**config.mk**
```make
export PLATFORM = sky130hd
export DESIGN_NAME = lru_key_value_cache_top
export DESIGN_NICKNAME = d
export VERILOG_FILES = /design/src/lkvc_pkg.sv /design/src/lru_key_value_cache_top.sv /design/src/lkvc_ctrl.sv /design/src/lkvc_dpath.sv
export SDC_FILE = /design/constraint.sdc
export NUM_CORES = 1
export LEC_CHECK = 0
export CAP_MARGIN = 5
export CORE_MARGIN = 8
export CORE_UTILIZATION = 55
export CTS_BUF_LIST = sky130_fd_sc_hd__clkbuf_4 sky130_fd_sc_hd__clkbuf_8
export DETAILED_ROUTE_END_ITERATION = 8
export DONT_BUFFER_PORTS = 1
export HOLD_SLACK_MARGIN = 0.06
export PLACE_DENSITY = 0.7
export SETUP_SLACK_MARGIN = 0.3
export SYNTH_ARGS = -nofsm -noshare
export SYNTH_HDL_FRONTEND = slang
export SYNTH_SLANG_ARGS = --single-unit
```
**constraint.sdc**
```tcl
create_clock -name clk -period 7.27 [get_ports clk]
set_input_delay 0 -clock clk [delete_from_list [all_inputs] [get_ports clk]]
set_output_delay 0 -clock clk [all_outputs]
set_load 0.03 [all_outputs]
```
**src/lkvc_pkg.sv**
```systemverilog
// Shared constants and controller/datapath interface types for the LRU key/value cache.
// No dependencies; used by every module of the block.
package lkvc_pkg;

	// Default entry count and fixed field widths
	localparam int CAPACITY_DEF = 16;
	localparam int CFG_W        = 5;
	localparam int KEY_W        = 16;
	localparam int VAL_W        = 32;
	localparam int APB_AW       = 3;
	localparam int APB_DW       = 32;

	// Register map
	localparam logic [CFG_W-1:0] CAP_RESET = 5'd16;
	localparam logic             REG_CAPACITY = 1'b0;   // paddr[2] selects the register

	// Operation codes
	localparam logic OP_GET = 1'b0;
	localparam logic OP_PUT = 1'b1;

	// Commands from controller to datapath
	typedef struct packed {
		logic capture;   // latch the item, clear scan results, rewind the address
		logic scan_rd;   // read one entry for the lookup pass
		logic decide;    // settle target slot and eviction, rewind the address
		logic upd_rd;    // read one rank for the update pass
		logic commit;    // write key/value and valid bits
		logic respond;   // present the get result
	} cmd_t;

	// Status from datapath to controller
	typedef struct packed {
		logic addr_last;
		logic found;
		logic is_put;
	} stat_t;

endpackage

```
**src/lru_key_value_cache_top.sv**
```systemverilog
// A get that misses walks the entries once (scan, flush, decide) and raises done as busy falls; a hit
// or a put walks them twice (adding update, flush and commit), a hit raising done likewise.
// Throughput is one item per busy period: one or two sequential passes over the entry stores, one
// entry per cycle through the single store read port, set its length. The receiver cannot stall.
// Reset invalidates all entries, clears the control state and sets the capacity register to 16.
// Top level: APB register, controller and datapath; depends on lkvc_pkg, lkvc_ctrl, lkvc_dpath.
module lru_key_value_cache_top #(
	parameter int CAPACITY = lkvc_pkg::CAPACITY_DEF
) (
	input  logic                          clk,
	input  logic                          arst_n,
	input  logic                          start,
	output logic                          busy,
	input  logic                          operation,
	input  logic [lkvc_pkg::KEY_W-1:0]    key,
	input  logic [lkvc_pkg::VAL_W-1:0]    value,
	output logic                          done,
	output logic                          hit,
	output logic [lkvc_pkg::VAL_W-1:0]    read_value,
	input  logic                          psel,
	input  logic                          penable,
	input  logic                          pwrite,
	input  logic [lkvc_pkg::APB_AW-1:0]   paddr,
	input  logic [lkvc_pkg::APB_DW-1:0]   pwdata,
	output logic [lkvc_pkg::APB_DW-1:0]   prdata,
	output logic                          pready
);

	logic [lkvc_pkg::CFG_W-1:0] cap_q;
	lkvc_pkg::cmd_t             cmd;
	lkvc_pkg::stat_t            stat;

	// Capacity register
	always_ff @(posedge clk or negedge arst_n) begin
		if (!arst_n) begin
			cap_q <= lkvc_pkg::CAP_RESET;
		end else if (psel && penable && pwrite && pready
		             && paddr[2] == lkvc_pkg::REG_CAPACITY) begin
			cap_q <= pwdata[lkvc_pkg::CFG_W-1:0];
		end
	end

	assign pready = 1'b1;
	assign prdata = (paddr[2] == lkvc_pkg::REG_CAPACITY)
	                ? lkvc_pkg::APB_DW'(cap_q) : '0;

	lkvc_ctrl u_ctrl (
		.clk    (clk),
		.arst_n (arst_n),
		.start  (start),
		.stat   (stat),
		.cmd    (cmd),
		.busy   (busy)
	);

	lkvc_dpath #(
		.CAPACITY (CAPACITY)
	) u_dpath (
		.clk        (clk),
		.arst_n     (arst_n),
		.cmd        (cmd),
		.stat       (stat),
		.cap_cfg    (cap_q),
		.operation  (operation),
		.key        (key),
		.value      (value),
		.done       (done),
		.hit        (hit),
		.read_value (read_value)
	);

	// A result only follows a busy cycle
	a_done_after_busy: assert property (@(posedge clk) disable iff (!arst_n)
		done |-> $past(busy))
		else $error("result without an item in progress");

	// An accepted item makes the block busy
	a_accept_busy: assert property (@(posedge clk) disable iff (!arst_n)
		(start && !busy) |=> busy)
		else $error("accepted item did not raise busy");

	// Results never come in consecutive cycles
	a_done_single: assert property (@(posedge clk) disable iff (!arst_n)
		done |=> !done)
		else $error("result strobe held for more than one cycle");

	// A miss returns a zero value
	a_miss_zero: assert property (@(posedge clk) disable iff (!arst_n)
		(done && !hit) |-> (read_value == '0))
		else $error("miss returned a non-zero value");

endmodule

```
**src/lkvc_ctrl.sv**
```systemverilog
// Sequencing state machine for the LRU key/value cache.
// Depends on lkvc_pkg for the command and status structs.
module lkvc_ctrl (
	input  logic           clk,
	input  logic           arst_n,
	input  logic           start,
	input  lkvc_pkg::stat_t stat,
	output lkvc_pkg::cmd_t  cmd,
	output logic           busy
);

	typedef enum logic [6:0] {
		ST_IDLE   = 7'b0000001,
		ST_SCAN   = 7'b0000010,
		ST_SFLUSH = 7'b0000100,
		ST_DECIDE = 7'b0001000,
		ST_UPDATE = 7'b0010000,
		ST_UFLUSH = 7'b0100000,
		ST_COMMIT = 7'b1000000
	} state_t;

	state_t state_q, state_d;

	// Next state and commands
	always_comb begin
		state_d = state_q;
		cmd     = '0;
		case (state_q)
			ST_IDLE: begin
				if (start) begin
					cmd.capture = 1'b1;
					state_d     = ST_SCAN;
				end
			end
			ST_SCAN: begin
				cmd.scan_rd = 1'b1;
				if (stat.addr_last) state_d = ST_SFLUSH;
			end
			ST_SFLUSH: begin
				state_d = ST_DECIDE;
			end
			ST_DECIDE: begin
				cmd.decide = 1'b1;
				if (!stat.is_put && !stat.found) begin
					cmd.respond = 1'b1;
					state_d     = ST_IDLE;
				end else begin
					state_d = ST_UPDATE;
				end
			end
			ST_UPDATE: begin
				cmd.upd_rd = 1'b1;
				if (stat.addr_last) state_d = ST_UFLUSH;
			end
			ST_UFLUSH: begin
				state_d = ST_COMMIT;
			end
			ST_COMMIT: begin
				cmd.commit  = 1'b1;
				cmd.respond = !stat.is_put;
				state_d     = ST_IDLE;
			end
			default: begin
				state_d = ST_IDLE;
			end
		endcase
	end

	// Hold the state
	always_ff @(posedge clk or negedge arst_n) begin
		if (!arst_n) begin
			state_q <= ST_IDLE;
		end else begin
			state_q <= state_d;
		end
	end

	assign busy = (state_q != ST_IDLE);

endmodule

```
**src/lkvc_dpath.sv**
```systemverilog
// Entry stores, lookup accumulators and rank update for the LRU key/value cache.
// Depends on lkvc_pkg for widths and the command and status structs.
module lkvc_dpath #(
	parameter int CAPACITY = lkvc_pkg::CAPACITY_DEF
) (
	input  logic                         clk,
	input  logic                         arst_n,
	input  lkvc_pkg::cmd_t               cmd,
	output lkvc_pkg::stat_t              stat,
	input  logic [lkvc_pkg::CFG_W-1:0]   cap_cfg,
	input  logic                         operation,
	input  logic [lkvc_pkg::KEY_W-1:0]   key,
	input  logic [lkvc_pkg::VAL_W-1:0]   value,
	output logic                         done,
	output logic                         hit,
	output logic [lkvc_pkg::VAL_W-1:0]   read_value
);

	localparam int IW   = (CAPACITY > 1) ? $clog2(CAPACITY) : 1;
	localparam int CNTW = $clog2(CAPACITY + 1);
	localparam int CMPW = (CNTW > lkvc_pkg::CFG_W) ? CNTW : lkvc_pkg::CFG_W;

	// Entry stores
	logic [lkvc_pkg::KEY_W-1:0] key_mem  [CAPACITY];
	logic [lkvc_pkg::VAL_W-1:0] val_mem  [CAPACITY];
	logic [IW-1:0]              rank_mem [CAPACITY];
	logic [CAPACITY-1:0]        valid_q;

	// Item and walk control
	logic                       op_q;
	logic [lkvc_pkg::KEY_W-1:0] key_q;
	logic [lkvc_pkg::VAL_W-1:0] val_q;
	logic [IW-1:0]              addr_q;

	// Read stage
	logic                       scan_s1, upd_s1;
	logic [IW-1:0]              idx_s1;
	logic [lkvc_pkg::KEY_W-1:0] key_rd_s1;
	logic [lkvc_pkg::VAL_W-1:0] val_rd_s1;
	logic [IW-1:0]              rank_rd_s1;
	logic                       vld_rd;

	// Lookup results
	logic                       found_q, have_vic_q, have_free_q, evict_q;
	logic [IW-1:0]              match_idx_q, match_rank_q, vic_idx_q, vic_rank_q;
	logic [IW-1:0]              free_idx_q, target_q;
	logic [lkvc_pkg::VAL_W-1:0] match_val_q;
	logic [CNTW-1:0]            count_q;

	// Decision and rank update logic
	logic [CMPW-1:0]            cap_eff, count_ext;
	logic                       evict_d;
	logic [IW-1:0]              target_d, rank_new;

	// Output registers
	logic                       done_q, hit_q;
	logic [lkvc_pkg::VAL_W-1:0] rdval_q;

	assign vld_rd = valid_q[idx_s1];

	// Latch the item
	always_ff @(posedge clk) begin
		if (cmd.capture) begin
			op_q  <= operation;
			key_q <= key;
			val_q <= value;
		end
	end

	// Walk the entries, rewinding at the start of each pass
	always_ff @(posedge clk or negedge arst_n) begin
		if (!arst_n) begin
			addr_q <= '0;
		end else if (cmd.capture || cmd.decide) begin
			addr_q <= '0;
		end else if (cmd.scan_rd || cmd.upd_rd) begin
			addr_q <= addr_q + 1'b1;
		end
	end

	// Read the stores at the walk address
	always_ff @(posedge clk) begin
		if (cmd.scan_rd || cmd.upd_rd) begin
			key_rd_s1  <= key_mem[addr_q];
			val_rd_s1  <= val_mem[addr_q];
			rank_rd_s1 <= rank_mem[addr_q];
			idx_s1     <= addr_q;
		end
	end

	always_ff @(posedge clk or negedge arst_n) begin
		if (!arst_n) begin
			scan_s1 <= 1'b0;
			upd_s1  <= 1'b0;
		end else begin
			scan_s1 <= cmd.scan_rd;
			upd_s1  <= cmd.upd_rd;
		end
	end

	// Accumulate match, occupancy, oldest entry and first free slot
	always_ff @(posedge clk or negedge arst_n) begin
		if (!arst_n) begin
			found_q     <= 1'b0;
			have_vic_q  <= 1'b0;
			have_free_q <= 1'b0;
			count_q     <= '0;
		end else if (cmd.capture) begin
			found_q     <= 1'b0;
			have_vic_q  <= 1'b0;
			have_free_q <= 1'b0;
			count_q     <= '0;
		end else if (scan_s1) begin
			if (vld_rd) begin
				count_q <= count_q + 1'b1;
				if (key_rd_s1 == key_q) found_q <= 1'b1;
				if (!have_vic_q || rank_rd_s1 > vic_rank_q) have_vic_q <= 1'b1;
			end else if (!have_free_q) begin
				have_free_q <= 1'b1;
			end
		end
	end

	always_ff @(posedge clk) begin
		if (scan_s1) begin
			if (vld_rd) begin
				if (key_rd_s1 == key_q) begin
					match_idx_q  <= idx_s1;
					match_rank_q <= rank_rd_s1;
					match_val_q  <= val_rd_s1;
				end
				if (!have_vic_q || rank_rd_s1 > vic_rank_q) begin
					vic_idx_q  <= idx_s1;
					vic_rank_q <= rank_rd_s1;
				end
			end else if (!have_free_q) begin
				free_idx_q <= idx_s1;
			end
		end
	end

	// Settle eviction and the slot to write
	always_comb begin
		cap_eff = CMPW'(cap_cfg);
		if (cap_eff == '0) cap_eff = CMPW'(1);
		if (cap_eff > CMPW'(CAPACITY)) cap_eff = CMPW'(CAPACITY);
		count_ext = CMPW'(count_q);
		evict_d   = !found_q && op_q && (count_ext >= cap_eff);
		if (found_q) begin
			target_d = match_idx_q;
		end else if (evict_d && (!have_free_q || vic_idx_q < free_idx_q)) begin
			target_d = vic_idx_q;
		end else begin
			target_d = free_idx_q;
		end
	end

	always_ff @(posedge clk or negedge arst_n) begin
		if (!arst_n) begin
			evict_q <= 1'b0;
		end else if (cmd.capture) begin
			evict_q <= 1'b0;
		end else if (cmd.decide) begin
			evict_q <= evict_d;
		end
	end

	always_ff @(posedge clk) begin
		if (cmd.decide) target_q <= target_d;
	end

	// Age entries more recent than the touched one, or all on insertion
	always_comb begin
		if (idx_s1 == target_q) begin
			rank_new = '0;
		end else if (vld_rd && (!found_q || rank_rd_s1 < match_rank_q)) begin
			rank_new = rank_rd_s1 + 1'b1;
		end else begin
			rank_new = rank_rd_s1;
		end
	end

	always_ff @(posedge clk) begin
		if (upd_s1) rank_mem[idx_s1] <= rank_new;
	end

	// Write key and value on a put
	always_ff @(posedge clk) begin
		if (cmd.commit && op_q) begin
			key_mem[target_q] <= key_q;
			val_mem[target_q] <= val_q;
		end
	end

	// Drop the evicted entry, mark the written one
	always_ff @(posedge clk or negedge arst_n) begin
		if (!arst_n) begin
			valid_q <= '0;
		end else if (cmd.commit) begin
			if (evict_q) valid_q[vic_idx_q] <= 1'b0;
			if (op_q)    valid_q[target_q]  <= 1'b1;
		end
	end

	// Present the get result for one cycle
	always_ff @(posedge clk or negedge arst_n) begin
		if (!arst_n) begin
			done_q <= 1'b0;
		end else begin
			done_q <= cmd.respond;
		end
	end

	always_ff @(posedge clk) begin
		if (cmd.respond) begin
			hit_q   <= found_q;
			rdval_q <= found_q ? match_val_q : '0;
		end
	end

	assign stat.addr_last = (addr_q == IW'(CAPACITY - 1));
	assign stat.found     = found_q;
	assign stat.is_put    = op_q;
	assign done           = done_q;
	assign hit            = hit_q;
	assign read_value     = rdval_q;

endmodule
```
==> results of run 1 <==
## cells by family after synthesis
group / count (synthesis)
compound gates: 328
mux: 327
simple gates: 244
other cells: 2
buf+inv: 150
xor+xnor: 29
flops: 1070
fa+ha+maj: 18
## critical path: stages (launching register included)
cell	delay, ns
edfxtp_1	0.81
mux2i_1	0.16
a22oi_1	0.25
nand4_1	0.45
a21oi_4	0.94
buf_4	0.57
## state kept, by name, indices dropped and copies added (netlist names), 4 cells and up
register              flops
u_dpath.val_mem         512
cap_q                     5
u_dpath.target_q          4
u_dpath.match_idx_q       4
u_dpath.match_rank_q      4
u_dpath.free_idx_q        4
u_dpath.val_q            32
u_dpath.vic_idx_q         4
u_dpath.key_mem         256
u_dpath.key_rd_s1        16
u_dpath.rank_mem         64
u_dpath.valid_q          16
u_dpath.addr_q            4
u_ctrl.state_q            7
u_dpath.key_q            16
u_dpath.vic_rank_q        4
u_dpath.rank_rd_s1        4
u_dpath.val_rd_s1        32
u_dpath.count_ext         5
u_dpath.idx_s1            4
u_dpath.read_value       32
u_dpath.match_val_q      32
## routing by layer
layer | share of wire | vias up | routed length, um | global-route usage
li1 | - | 9077 | - | -
met1 | 0.41 | 10800 | 36300 | 0.283
met2 | 0.50 | 863 | 44300 | 0.354
met3 | 0.074 | 160 | 6580 | 0.0419
met4 | 0.024 | 0 | 2120 | 0.0766
met5 | 0 | - | 0 | 0
## placed cells by master (no fill, tap or decap), drive strengths merged, types with 3 or more instances in the layout
master	Yosys	layout
mux2i	163	163
mux2	58	58
mux4	106	106
nand3	13	13
o31ai	3	3
nand3b	5	5
clkinv	0	43
a21oi	61	61
edfxtp	1026	1026
inv	19	25
nand2	72	72
and3	4	4
a221oi	52	52
ha	18	18
o21ai	141	141
or2	4	4
nand4b	4	4
clkinvlp	0	3
conb	2	28
a21o	4	4
and2	34	34
a22oi	56	56
dlygate4sd3	0	111
dfrtp	42	42
nand2b	14	14
nor2	58	58
nor2b	8	8
nor4	6	6
clkbuf	60	232
nand4	7	7
nor3	8	8
xnor2	10	10
buf	71	37
xor2	19	19
## timing repair
item | CTS | global route
resized for setup | 0 | 0
hold buffers | 113 | 0
hold endpoints to repair | 111 | 0
## path summary, 6_finish.rpt
check	startpoint	to	cells after the start
setup / recovery	u_dpath.idx_s1[1]$_DFFE_PP_	u_dpath.match_val_q[1]$_DFFE_PP_	5
hold / removal	paddr[2]	prdata[1]	1
setup reg to reg	u_dpath.idx_s1[1]$_DFFE_PP_	u_dpath.match_val_q[1]$_DFFE_PP_	5
hold reg to reg	u_dpath.val_rd_s1[16]$_DFFE_PP_	u_dpath.match_val_q[16]$_DFFE_PP_	0
max in group asynchronous	arst_n	u_ctrl.state_q[0]$_DFFE_PN1P_	4
min in group asynchronous	arst_n	u_dpath.evict_q$_DFFE_PN0N_	4
## per-stage QoR
step                      cells  power, mW   util  hold WS, ns
final                      3468       14.2  0.627        0.113
after global routing       3468       14.7  0.627        0.115
after CTS                  3465       14.3  0.626       0.0837
after detailed placement   3066       9.43  0.568       -0.294
after global placement     3066       9.35  0.568       -0.294
after floorplan            2194       8.93      -       -0.296
## layout make-up
cell class | instances | area (sq um)
Antenna cell | 2 | 5.00
Tap cell | 969 | 1210
Timing Repair Buffer | 148 | 1450
Clock buffer | 232 | 2820
Sequential cell | 1070 | 31900
Clock inverter | 54 | 328
Fill cell | 4999 | 27700
Inverter | 19 | 72.6
Multi-Input combinational cell | 974 | 8670
## report_power, final
group          switching [mW]  total, mW  internal [mW]
Combinational           0.926       1.75          0.823
Clock                    2.23       4.81           2.57
Sequential              0.360       7.61           7.25
==> key figures, run 1 <==
CTS
  • Total CTS buffers: 163
  • Post-CTS setup buffers: 0
  • Clock Tree Buf Depth: 3
  • Clk Latency, worst-skew pair: 0.79 ns
  • H-tree Lvls: 4
  • CTS tree: done
  • Clk root buf: clkbuf_8
  • # clock sinks: 1,070
  • Reg clk slew, reported paths: 0.06 ns

Synthesis
  • Synth Area in Simple Gates: 0.0294
  • Sequential fraction of the synthesis area: 0.777
  • Xor-xnor portion of the synthesized cell area: 0.00619
  • Avg Cell Area, Syn: 18.9 sq um
  • Yosys warns: 0
  • Async set-or-reset flop fraction in the synthesized netlist: 0.0411
  • Post-synthesis mux area share: 0.114
  • Leading area contributor after synthesis: edfxtp_1
  • Main synth FF type: edfxtp_1
  • Cell Area, Synth: 0.0411 sq mm
  • EDFF count, synth: 1,026
  • Post-Synth Adder-Cell Area: 0.00549
  • Top post-synthesis cells by area: edfxtp_1 (75%), mux4_2 (5.7%), mux2i_1 (4.0%), dfrtp_1 (2.6%), o21ai_0 (1.7%)
  • Syn Inst Count: 2,168
  • Compound-Gate Fraction of Synth Area: 0.0498
  • Most frequent cell after synthesis: edfxtp_1
  • Commonest cells in the netlist: edfxtp_1 (1,026), mux2i_1 (163), o21ai_0 (139)
  • Synth unique cells: 54
  • FF+latch count, synth: 1,070
  • Main combinational cell family by area after synthesis: multiplexers
  • Yosys top cell area share: 0.750

Route
  • Number of routed nets with antenna violations: 0
  • DRT Wirelength: 89,300 um
  • DRT Pass-1 Iters: 5
  • Routed vias: 20,900
  • Post-route DRC: 0
  • DR WL/cell: 25.8 um
  • Vias per cell: 6.03
  • DRT iter0 DRCs: 1,795

Placement
  • Final Wtd Congestion: 0.790
  • Port bufs: 0
  • Area after DPL: 0.0422 sq mm
  • Post-DP HPWL: 44,100 um
  • Post-place setup slack: 3.72 ns

GRT
  • GR Overflow Total: 0
  • First-pass GRT wire length: 132,000 um
  • Largest net degree at the start of global routing: 86
  • Initial antenna violation count: 3
  • Vias in the first global route: 21,600
  • Total global routing track utilization: 0.213

Timing
  • RSZ-0062 raised after global routing: false
  • Worst slew margin: 0.194
  • Setup TNS: 0 ns
  • Slew at the pin closest to its max-slew limit: 1.20 ns
  • Highest Clock Rate: 279 MHz
  • Hold Vio Cnt, Final: 0
  • Final period util: 0.493
  • Skew final: 0.0257 ns
  • Max Transition Viols Final: 0
  • Finish-stage setup viols: 0
  • Post-route setup slack: 3.69 ns
  • Final min period: 3.58 ns

Cells and area
  • Net count, final: 2,484
  • Layout cells sized above 1: 0.200
  • Design Area, Final: 0.0465 sq mm
  • Layout area overhead: 13.2%

Critical path
  • Crit Path Category: reg2reg
  • CP Capture Type: flip-flop
  • CP Launch Type: flip-flop
  • CP Max Fanout: 26
  • WP data required: 7.69 ns
  • Worst path arrival time: 4.01 ns
  • R2r setup slk: 3.69 ns

Floorplan
  • Die Y: 289 um
  • DIE AREA: 0.0836 sq mm
  • I/O pin count: 158
  • Core Area: 0.0742 sq mm
  • Cell Rows: 100
  • Die X: 289 um
  • Starting Density: 0.553

Power
  • Pwr/cell area: 305 mW/mm^2
  • Leak: 15.1 nW
  • VDD IR-drop max: 0.208 mV

Min path
  • Worst min path class: in2out

Run status
  • Outcome: finished clean

Flow run
  • Max Cap Viol: 0
(Power assumes the default switching activity.)
==> inputs of run 2 (changes only) <==
==> constraint.sdc (replaced) <==
create_clock -name clk -period 3.4 [get_ports clk]
set_input_delay 0 -clock clk [delete_from_list [all_inputs] [get_ports clk]]
set_output_delay 0 -clock clk [all_outputs]
set_load 0.03 [all_outputs]
==> run 2 against run 1 <==
Net effect: cell count is 1.2% higher; combinational power increased by 120%; critical endpoint is now u_dpath.vic_idx_q[1]$_DFFE_PP_; clock skew is 0.013 ns higher; highest routed layer unchanged; wire length down 0.45%; clock power rose by 110%; hold slack got worse by 0.0018 ns; largest cell class unchanged; sequential share of layout area shrank 0.92 points; via count hardly changed; first-iteration DRC count increased by 17%; core utilization rose by 0.85 points; critical path depth did not move.
==> key figures, run 2 (synthesis gave the netlist of run 1 again) <==
Run status
  • Outcome: finished clean (unchanged)

GRT
  • First-pass GRT wire length: 131,000 um (was 132,000 um)
  • Vias in the first global route: 21,300 (was 21,600)
  • Largest net degree at the start of global routing: 66 (was 86)
  • Initial antenna violation count: 3 (unchanged)
  • Total global routing track utilization: 0.212 (was 0.213)
  • GR Overflow Total: 0 (unchanged)

CTS
  • Total CTS buffers: 162 (was 163)
  • Clk Latency, worst-skew pair: 0.81 ns (was 0.79 ns)
  • CTS tree: done (unchanged)
  • # clock sinks: 1,070 (unchanged)
  • Clock Tree Buf Depth: 3 (unchanged)
  • Clk root buf: clkbuf_8 (unchanged)
  • Reg clk slew, reported paths: 0.06 ns (about the same)
  • H-tree Lvls: 4 (unchanged)

Floorplan
  • Die Y: 289 um (unchanged)
  • I/O pin count: 158 (unchanged)
  • Core Area: 0.0742 sq mm (unchanged)
  • DIE AREA: 0.0836 sq mm (unchanged)
  • Starting Density: 0.553 (unchanged)
  • Cell Rows: 100 (unchanged)
  • Die X: 289 um (unchanged)

Critical path
  • CP Capture Type: flip-flop (unchanged)
  • Slowest cell on the critical path: a21boi_0 (was a21oi_4)
  • CP max stage delay: 0.89 ns (was 0.94 ns)
  • Crit Path Category: reg2reg (unchanged)
  • R2r setup slk: 0.59 ns (was 3.69 ns)
  • Worst reg2reg path endpoint: u_dpath.vic_idx_q[1]$_DFFE_PP_ (was u_dpath.match_val_q[1]$_DFFE_PP_)
  • CP Max Fanout: 17 (was 26)
  • Cells on worst reg2reg path: 5 (unchanged)
  • CP endpoint: u_dpath.vic_idx_q[1]$_DFFE_PP_ (was u_dpath.match_val_q[1]$_DFFE_PP_)
  • CP cell instances: mux4_1, mux2_2, nand3_1, nand2_1, a21boi_0 (was mux2i_1, a22oi_1, nand4_1, a21oi_4, buf_4)
  • CP Launch Type: flip-flop (unchanged)
  • WP data required: 3.81 ns (was 7.69 ns)
  • Reg2reg start: u_dpath.idx_s1[0]$_DFFE_PP_ (was u_dpath.idx_s1[1]$_DFFE_PP_)
  • Worst path arrival time: 3.22 ns (was 4.01 ns)
  • Critical path startpoint: u_dpath.idx_s1[0]$_DFFE_PP_ (was u_dpath.idx_s1[1]$_DFFE_PP_)

Timing
  • Final min period: 2.81 ns (was 3.58 ns)
  • Final hold slack: 0.111 ns (was 0.113 ns)
  • Slew at the pin closest to its max-slew limit: 1.10 ns (was 1.20 ns)
  • Highest Clock Rate: 356 MHz (was 279 MHz)
  • Worst slew margin: 0.260 (was 0.194)
  • Post-route setup slack: 0.594 ns (was 3.69 ns)
  • Hold Vio Cnt, Final: 0 (unchanged)
  • Setup TNS: 0 ns (unchanged)
  • Skew final: 0.0388 ns (was 0.0257 ns)
  • Finish-stage setup viols: 0 (unchanged)
  • Final period util: 0.825 (was 0.493)
  • RSZ-0062 raised after global routing: false (unchanged)
  • Max Transition Viols Final: 0 (unchanged)

Route
  • Post-route DRC: 0 (unchanged)
  • DR WL/cell: 25.3 um (was 25.8 um)
  • DRT Wirelength: 88,900 um (was 89,300 um)
  • DRT Pass-1 Iters: 5 (unchanged)
  • Number of routed nets with antenna violations: 0 (unchanged)
  • Routed vias: 20,900 (about the same)
  • DRT iter0 DRCs: 2,105 (was 1,795)
  • Vias per cell: 5.95 (was 6.03)

Cells and area
  • Layout area overhead: 14.8% (was 13.2%)
  • Filler cell count: 4,962 (was 4,999)
  • Regs by FF count: u_dpath.val_mem (512), u_dpath.key_mem (256), u_dpath.rank_mem (64) (unchanged)
  • Max reg flops: 512 (unchanged)
  • Net count, final: 2,520 (was 2,484)
  • Most frequent cells in the layout: edfxtp_1 (1,026), clkbuf_8 (167), mux2i_1 (163), o21ai_0 (139), dlygate4sd3_1 (111) (was edfxtp_1 (1,026), clkbuf_8 (173), mux2i_1 (163), o21ai_0 (139), dlygate4sd3_1 (111))
  • Commonest non-fill, non-tap cell in the layout: edfxtp_1 (unchanged)
  • Layout cells sized above 1: 0.208 (was 0.200)
  • Finished Layout Cells: 3,510 (was 3,468)
  • Design Area, Final: 0.0471 sq mm (was 0.0465 sq mm)
  • Biggest register: u_dpath.val_mem (unchanged)

Power
  • Leak: 15.4 nW (was 15.1 nW)
  • Pwr/cell area: 643 mW/mm^2 (was 305 mW/mm^2)
  • Psw: 7.57 mW (was 3.52 mW)
  • Clk pwr share: 0.335 (was 0.339)
  • VDD IR-drop max: 0.467 mV (was 0.208 mV)
  • Share of power burned in registers: 0.536 (was 0.537)
  • Logic pwr share: 0.128 (was 0.123)
  • Sw frac: 0.250 (was 0.248)
  • Internal power: 22.7 mW (was 10.6 mW)

Min path
  • Hold path depth: 1 (unchanged)
  • Worst min path class: in2out (unchanged)

Placement
  • Area after DPL: 0.0428 sq mm (was 0.0422 sq mm)
  • Post-DP HPWL: 46,500 um (was 44,100 um)
  • Placed Cells: 3,099 (was 3,066)
  • Port bufs: 0 (unchanged)
  • Final Wtd Congestion: 0.810 (was 0.790)
  • Post-place setup slack: 0.415 ns (was 3.72 ns)

Flow run
  • Max Cap Viol: 0 (unchanged)
==> run 2: changes by cell type in the layout (fill, tap and decap cells not counted), sizes merged <==
cell / delta
bufinv: -1
inv: +4
clkbuf: -2
clkinvlp: -2
clkinv: +6
buf: +37
==> run 2: area by class of cell <==
type / instances / area, sq um / area share
inverter: 19 / 72.6 / 0.00154
clock buffer: 230 / 2770 / 0.0588
antenna: 2 / 5.00 / 0.000106
sequential: 1070 / 31900 / 0.678
multi-input combinational: 974 / 8660 / 0.184
tap: 969 / 1210 / 0.0257
timing repair buffer: 185 / 2120 / 0.0450
clock inverter: 61 / 352 / 0.00746
==> run 2: layer usage <==
metal | global-route usage | share of wire
met1 | 0.289 | 0.42
met2 | 0.343 | 0.49
met3 | 0.0467 | 0.075
met4 | 0.0650 | 0.019
met5 | 0 | 0
==> run 2: timing repair <==
action,CTS,global route
buffers inserted,0,5
hold buffers,113,0
hold endpoints to repair,104,0
resized for setup,0,0
endpoints found under the setup margin,0,41
==> run 2: through the flow <==
step / utilization / power, mW
2_1_floorplan: - / 19.1
3_3_place_gp: 0.577 / 20.1
3_5_place_dp: 0.577 / 20.3
4_1_cts: 0.635 / 30.5
5_1_grt: 0.635 / 31.4
6_report: 0.635 / 30.3
==> run 2: worst min-delay path by stage <==
stage | slack [ns] | startpoint | to
2_1_floorplan | -0.30 | arst_n | cap_q[0]$_DFFE_PN0P_
3_3_place_gp | -0.29 | arst_n | u_dpath.done$_DFF_PN0_
3_5_place_dp | -0.29 | arst_n | u_dpath.done$_DFF_PN0_
4_1_cts | 0.07 | start | u_ctrl.state_q[1]$_DFFE_PN0P_
5_1_grt | 0.11 | paddr[2] | prdata[4]
6_report | 0.11 | paddr[2] | prdata[4]
==> run 2: power by group through the flow <==
stage / Sequential, mW / Combinational [mW] / Clock [mW]
after floorplan: 16.1 / 2.97 / 0
after global placement: 16.4 / 3.70 / 0
after detailed placement: 16.5 / 3.77 / 0
after CTS: 16.2 / 3.93 / 10.3
after global routing: 16.3 / 4.16 / 10.9
final: 16.2 / 3.88 / 10.2
==> run 2: worst max-delay path, delay by kind of cell (launching register included) <==
kind / cells / cell delay [ns]
AND/OR/NAND/NOR: 2 / 0.28
flip-flops: 1 / 0.73
AO/OA/AOI/OAI: 1 / 0.89
multiplexers: 2 / 0.53
